==> src/rtl/qgs_pkg.sv <==
`timescale 1ns / 1ps
// qgs_pkg: shared constants, controller states and command/status structs
// for the quad grid subdivider; depends on nothing
package qgs_pkg;

  localparam int MAX_SIDE_TILES_DEF = 4;
  localparam int COORD_BITS_DEF     = 32;
  localparam int CFG_W              = 31;
  localparam int CNT_W              = 3;
  localparam int IDX_W              = 2;
  localparam int DEN_W              = 6;
  localparam logic [CFG_W-1:0] MAX_SIZE_RST = 31'd65536;

  typedef enum logic [3:0] {
    S_IDLE,
    S_SQ_MUL,
    S_SQ_ADD,
    S_K_MUL,
    S_K_CMP,
    S_TERM,
    S_DIV_GO,
    S_DIV_WAIT,
    S_OUT
  } state_t;

  typedef struct packed {
    logic             load;
    logic             side_init;
    logic             sq_mul;
    logic             sq_add;
    logic             k_mul;
    logic             t_step;
    logic             side;
    logic [1:0]       comp;
    logic             term_en;
    logic [1:0]       term;
    logic             div_start;
    logic [CNT_W-1:0] cnt_a;
    logic [CNT_W-1:0] cnt_b;
    logic [CNT_W-1:0] ga;
    logic [CNT_W-1:0] gb;
  } dp_cmd_t;

  typedef struct packed {
    logic le;
    logic div_done;
  } dp_stat_t;

endpackage

==> src/rtl/qgs_ctrl.sv <==
`timescale 1ns / 1ps
// qgs_ctrl: sequencer for tile counting and corner emission
// depends on qgs_pkg
module qgs_ctrl #(
  parameter int MAX_SIDE_TILES = 4
) (
  input  logic                        clk,
  input  logic                        rst,
  input  logic                        in_valid,
  output logic                        in_stall,
  output logic                        out_valid,
  input  logic                        out_stall,
  output qgs_pkg::dp_cmd_t            cmd,
  input  qgs_pkg::dp_stat_t           stat,
  output logic [qgs_pkg::IDX_W-1:0]   tile_a,
  output logic [qgs_pkg::IDX_W-1:0]   tile_b,
  output logic [qgs_pkg::IDX_W-1:0]   corner,
  output logic                        last_item,
  output logic                        clipped
);
  import qgs_pkg::*;

  localparam logic [CNT_W-1:0] K_MAX = CNT_W'(MAX_SIDE_TILES);

  state_t           state;
  state_t           state_next;
  logic             side;
  logic [1:0]       comp;
  logic [1:0]       term;
  logic [CNT_W-1:0] k;
  logic [CNT_W-1:0] cnt_a;
  logic [CNT_W-1:0] cnt_b;
  logic [IDX_W-1:0] ia;
  logic [IDX_W-1:0] ib;
  logic [IDX_W-1:0] cn;
  logic             clip;
  logic             k_done;
  logic             last;
  logic             b_end;

  assign k_done = stat.le || (k == K_MAX);
  assign b_end  = ({1'b0, ib} + CNT_W'(1)) == cnt_b;
  assign last   = (({1'b0, ia} + CNT_W'(1)) == cnt_a) && b_end && (cn == 2'd3);

  always_comb begin
    state_next = state;
    case (state)
      S_IDLE:     if (in_valid) state_next = S_SQ_MUL;
      S_SQ_MUL:   state_next = S_SQ_ADD;
      S_SQ_ADD:   state_next = (comp == 2'd2) ? S_K_MUL : S_SQ_MUL;
      S_K_MUL:    state_next = S_K_CMP;
      S_K_CMP: begin
        if (k_done) state_next = side ? S_TERM : S_SQ_MUL;
        else        state_next = S_K_MUL;
      end
      S_TERM:     if (term == 2'd3) state_next = S_DIV_GO;
      S_DIV_GO:   state_next = S_DIV_WAIT;
      S_DIV_WAIT: if (stat.div_done) state_next = S_OUT;
      S_OUT: begin
        if (!out_stall) state_next = last ? S_IDLE : S_TERM;
      end
      default:    state_next = S_IDLE;
    endcase
  end

  always_comb begin
    cmd           = '0;
    cmd.side      = side;
    cmd.comp      = comp;
    cmd.term      = term;
    cmd.cnt_a     = cnt_a;
    cmd.cnt_b     = cnt_b;
    cmd.ga        = {1'b0, ia} + CNT_W'((cn == 2'd1) || (cn == 2'd2));
    cmd.gb        = {1'b0, ib} + CNT_W'(cn[1]);
    cmd.load      = (state == S_IDLE) && in_valid;
    cmd.side_init = cmd.load || ((state == S_K_CMP) && k_done && !side);
    cmd.sq_mul    = state == S_SQ_MUL;
    cmd.sq_add    = state == S_SQ_ADD;
    cmd.k_mul     = state == S_K_MUL;
    cmd.t_step    = (state == S_K_CMP) && !k_done;
    cmd.term_en   = state == S_TERM;
    cmd.div_start = state == S_DIV_GO;
    in_stall      = state != S_IDLE;
    out_valid     = state == S_OUT;
    tile_a        = ia;
    tile_b        = ib;
    corner        = cn;
    last_item     = last;
    clipped       = clip;
  end

  always_ff @(posedge clk) begin
    if (rst) begin
      state <= S_IDLE;
      side  <= 1'b0;
      comp  <= '0;
      term  <= '0;
      k     <= '0;
      cnt_a <= '0;
      cnt_b <= '0;
      ia    <= '0;
      ib    <= '0;
      cn    <= '0;
      clip  <= 1'b0;
    end else begin
      state <= state_next;
      case (state)
        S_IDLE: begin
          if (in_valid) begin
            side <= 1'b0;
            comp <= '0;
            clip <= 1'b0;
          end
        end
        S_SQ_ADD: begin
          if (comp == 2'd2) begin
            comp <= '0;
            k    <= CNT_W'(1);
          end else begin
            comp <= comp + 2'd1;
          end
        end
        S_K_CMP: begin
          if (k_done) begin
            clip <= clip | !stat.le;
            if (!side) begin
              cnt_a <= k;
              side  <= 1'b1;
            end else begin
              cnt_b <= k;
              ia    <= '0;
              ib    <= '0;
              cn    <= '0;
              term  <= '0;
            end
          end else begin
            k <= k + CNT_W'(1);
          end
        end
        S_TERM: term <= term + 2'd1;
        S_OUT: begin
          if (!out_stall && !last) begin
            cn <= cn + 2'd1;
            if (cn == 2'd3) begin
              if (b_end) begin
                ib <= '0;
                ia <= ia + 2'd1;
              end else begin
                ib <= ib + 2'd1;
              end
            end
          end
        end
        default: ;
      endcase
    end
  end

endmodule
==> config.mk <==
export PLATFORM = sky130hd
export DESIGN_NAME = qgs_ctrl
export DESIGN_NICKNAME = d
export VERILOG_FILES = /design/src/rtl/qgs_pkg.sv /design/src/rtl/qgs_ctrl.sv
export SDC_FILE = /design/constraint.sdc
export NUM_CORES = 1
export LEC_CHECK = 0
export BUFFER_PORTS_ARGS = -buffer_cell sky130_fd_sc_hd__buf_2
export CORE_UTILIZATION = 55
export DETAILED_ROUTE_END_ITERATION = 16
export MAX_ROUTING_LAYER = met4
export PLACE_DENSITY_LB_ADDON = 0.05
export SETUP_SLACK_MARGIN = 0.5
export SYNTH_ARGS = -nofsm -noshare
export SYNTH_HDL_FRONTEND = slang
export SYNTH_SLANG_ARGS = --single-unit
export TNS_END_PERCENT = 100
==> constraint.sdc <==
create_clock -name clk -period 2.8 [get_ports clk]
set_input_delay 0.42 -clock clk [delete_from_list [all_inputs] [get_ports clk]]
set_output_delay 0.42 -clock clk [all_outputs]
set_load 0.05 [all_outputs]
==> flow_summary.ini <==
[status]
status = finished clean

[yosys]
yosys.cell_types.count = 46
synth_seq_cells = 25
netlist_area_um2 = 1460
avgSynthCellArea_um2 = 8.57
synth_edf_count = 0
syn_inst = 170
synth-async-reset-ratio = 0
synth_flop_cell = dfxtp_1
yosysWarnings = 0
ys_seq_area_frac = 0.344
synth_nets = 186

[critical_path]
path_class = reg -> out
path_delay_family = simple AND/OR/NAND/NOR gates
reg2reg_slack_ps = 750
r2r-end = tile_b[0]
critPathSlowestCell = dfxtp_4
worst_path_largest_cell_delay_ps = 400
startpoint_type = flop
reg2reg_depth = 7
worstPathArrival_ps = 1840
path_cells = inv_1 -> ha_1 -> a21o_1 -> nand2_2 -> nor2_4 -> or2_2 -> buf_4
worstPathRequired_ps = 2380
endpoint_kind = output port
cp_max_fo = 5
timing.rr.start = tile_b[0]
cp_num_buf_inv = 2

[global_route]
grt_usage = 0.262
grt_max_degree = 22
top_usage_layer = met2
met1_usage = 0.349
gr-usage-met2 = 0.406
antenna_found_initial = 0
use_met3 = 0.0345
grt_pass1_vias = 1134
grt_overflow = 0
grt_pass1_wl_um = 5280

[timing]
slew_viol_final = 0
fin_crit_sh = 0.805
relSlewSlack = 0.643
skew_ps = 3.40
fmax_mhz = 443
setup-tns-final_ps = 0
rsz0062_at_grt = yes
setup_viol_count_final = 0
setup_slack_ps = 545
tightest_slew_ps = 534
layout_min_cycle_time_ps = 2260
hold_viol = 0

[placement]
dpl_cell_area_um2 = 1670
io_buffer_count = 40
dpl.hpwl_um = 2480
dp.cells = 233
dpl_worst_slack_ps = 649
place.gp.congestion = 0.789

[route]
avgRoutedWirePerCell_um = 14.3
vias = 1384
via_per_inst = 5.77
drt.antenna.violating_nets = 0
first_pass_iters = 4
wirelength_um = 3440
drt-initial-drc-count = 25
drc = 0

[run]
cap_violations = 0

[cells_and_area]
drive_above_1_share = 0.329
final_cell_mix = buf_2, nor2_1, dfxtp_1, nand2_1, a21oi_1
area_delta_synth_final_pct = 21.5
antenna_cells = 0
instances_no_fill = 240
nets = 227
final_common_cell = buf_2
design_area_um2 = 1770

[die]
io_pins = 41
std_cell_rows = 18
fp.dieW_um = 53.5
dieArea_um2 = 2860
start_util = 0.583
coreArea_um2 = 2500
die_h_um = 53.5

[clock_tree]
cts_sinks = 25
clkLatencyLatePin_ps = 320
numCtsBuffers = 3
clock-root-buffer = clkbuf_4
cts.path.max_buffers = 2
htreeDepth = 1
cts_hold_buf = 0
clkTransAtPathRegs_ps = 140
cts_tree = yes

[hold_path]
hold_path.class = in -> reg
hold_depth = 3
whs_endpoint = state[1]
hold_path.startpoint = stat[0]

[pwr]
finalPower_uw = 635
power-per-cell-area_nw_per_um2 = 359
ir_drop_uv = 344
p_leak_uw = 0.000826
cell type report:
class	count	area (um2)
Clock buffer	4	26.3
Fill cell	217	731
Inverter	5	18.8
Multi-Input combinational cell	131	920
Sequential cell	25	517
Tap cell	30	37.5
Timing Repair Buffer	45	250
power breakdown:
| group | internal (uW) | leakage, uW | switching [uW] |
|---|---|---|---|
| Clock | 55.8 | 0.0000150 | 115 |
| Sequential | 358 | 0.000207 | 10.7 |
| Combinational | 28.9 | 0.000605 | 66.5 |
| Total | 443 | 0.000826 | 192 |
flip-flops by register name, indices dropped and copies added, names as in the netlist:
name	count
state	4
cnt_a	3
cnt_b	3
k	3
comp	2
corner	2
term	2
tile_a	2
tile_b	2
clipped	1
side	1
Yosys cell counts (all sizes together), types with 2 or more instances:
cell type / count / area share
dfxtp: 25 / 0.34
clkbuf: 3 / 0.0077
nor2: 23 / 0.059
a211oi: 4 / 0.021
nor3: 8 / 0.031
or2: 2 / 0.0086
xnor2: 3 / 0.018
o21ai: 6 / 0.023
ha: 10 / 0.086
nand2: 14 / 0.036
or3: 2 / 0.0086
and2: 2 / 0.0086
clkinv: 2 / 0.0052
a21oi: 12 / 0.041
inv: 3 / 0.0077
o41ai: 2 / 0.012
mux2i: 6 / 0.041
buf: 6 / 0.028
nor4b: 2 / 0.027
xor2: 5 / 0.030
nand3: 3 / 0.010
nand3b: 2 / 0.010
nand2b: 2 / 0.0086
nor2b: 2 / 0.0086
o21a: 2 / 0.010
o2111ai: 3 / 0.018
and3b: 3 / 0.018
cell families after synthesis:
kind of cell | after synthesis | synth area share
and+or+nand+nor | 73 | 0.278
AOI/OAI and AO/OA | 33 | 0.146
DFF | 25 | 0.344
buffers and inverters | 14 | 0.0490
adders and majority gates | 10 | 0.0859
xor gates and xnor gates | 8 | 0.0481
muxes | 7 | 0.0490
stage by stage:
stage,utilization,hold slack [ps]
final,0.708,360
after global routing,0.708,368
after CTS,0.689,358
after detailed placement,0.667,488
after global placement,0.667,475
after floorplan,-,487
tightest hold or removal path, stage by stage:
cell,delay [ps]
buf_2,80
nand4b_1,90
a21oi_1,60
worst max-delay path by stage:
stage | slack (ps) | from | cells past startpoint | endpoint
finish | 540 | k[0] | 7 | cmd[23]
CTS | 490 | k[0] | 7 | cmd[23]
floorplan | 550 | state[0] | 6 | k[0]
detailed placement | 650 | state[2] | 5 | cmd[23]
global placement | 700 | state[2] | 5 | cmd[23]
global route | 470 | k[0] | 7 | cmd[23]
layer usage:
layer  vias to the layer above  wire length [um]
met5                         -                 0
met4                         0                27
met3                         4               138
met2                        38              1630
met1                       655              1640
li1                        687                 -
what timing repair did:
action,in CTS,in global routing
buffers inserted,1,2
setup endpoints to repair,4,2
pin swaps,1,2
gates resized for setup,10,9
No activity file was read; power rests on OpenSTA's default activity.
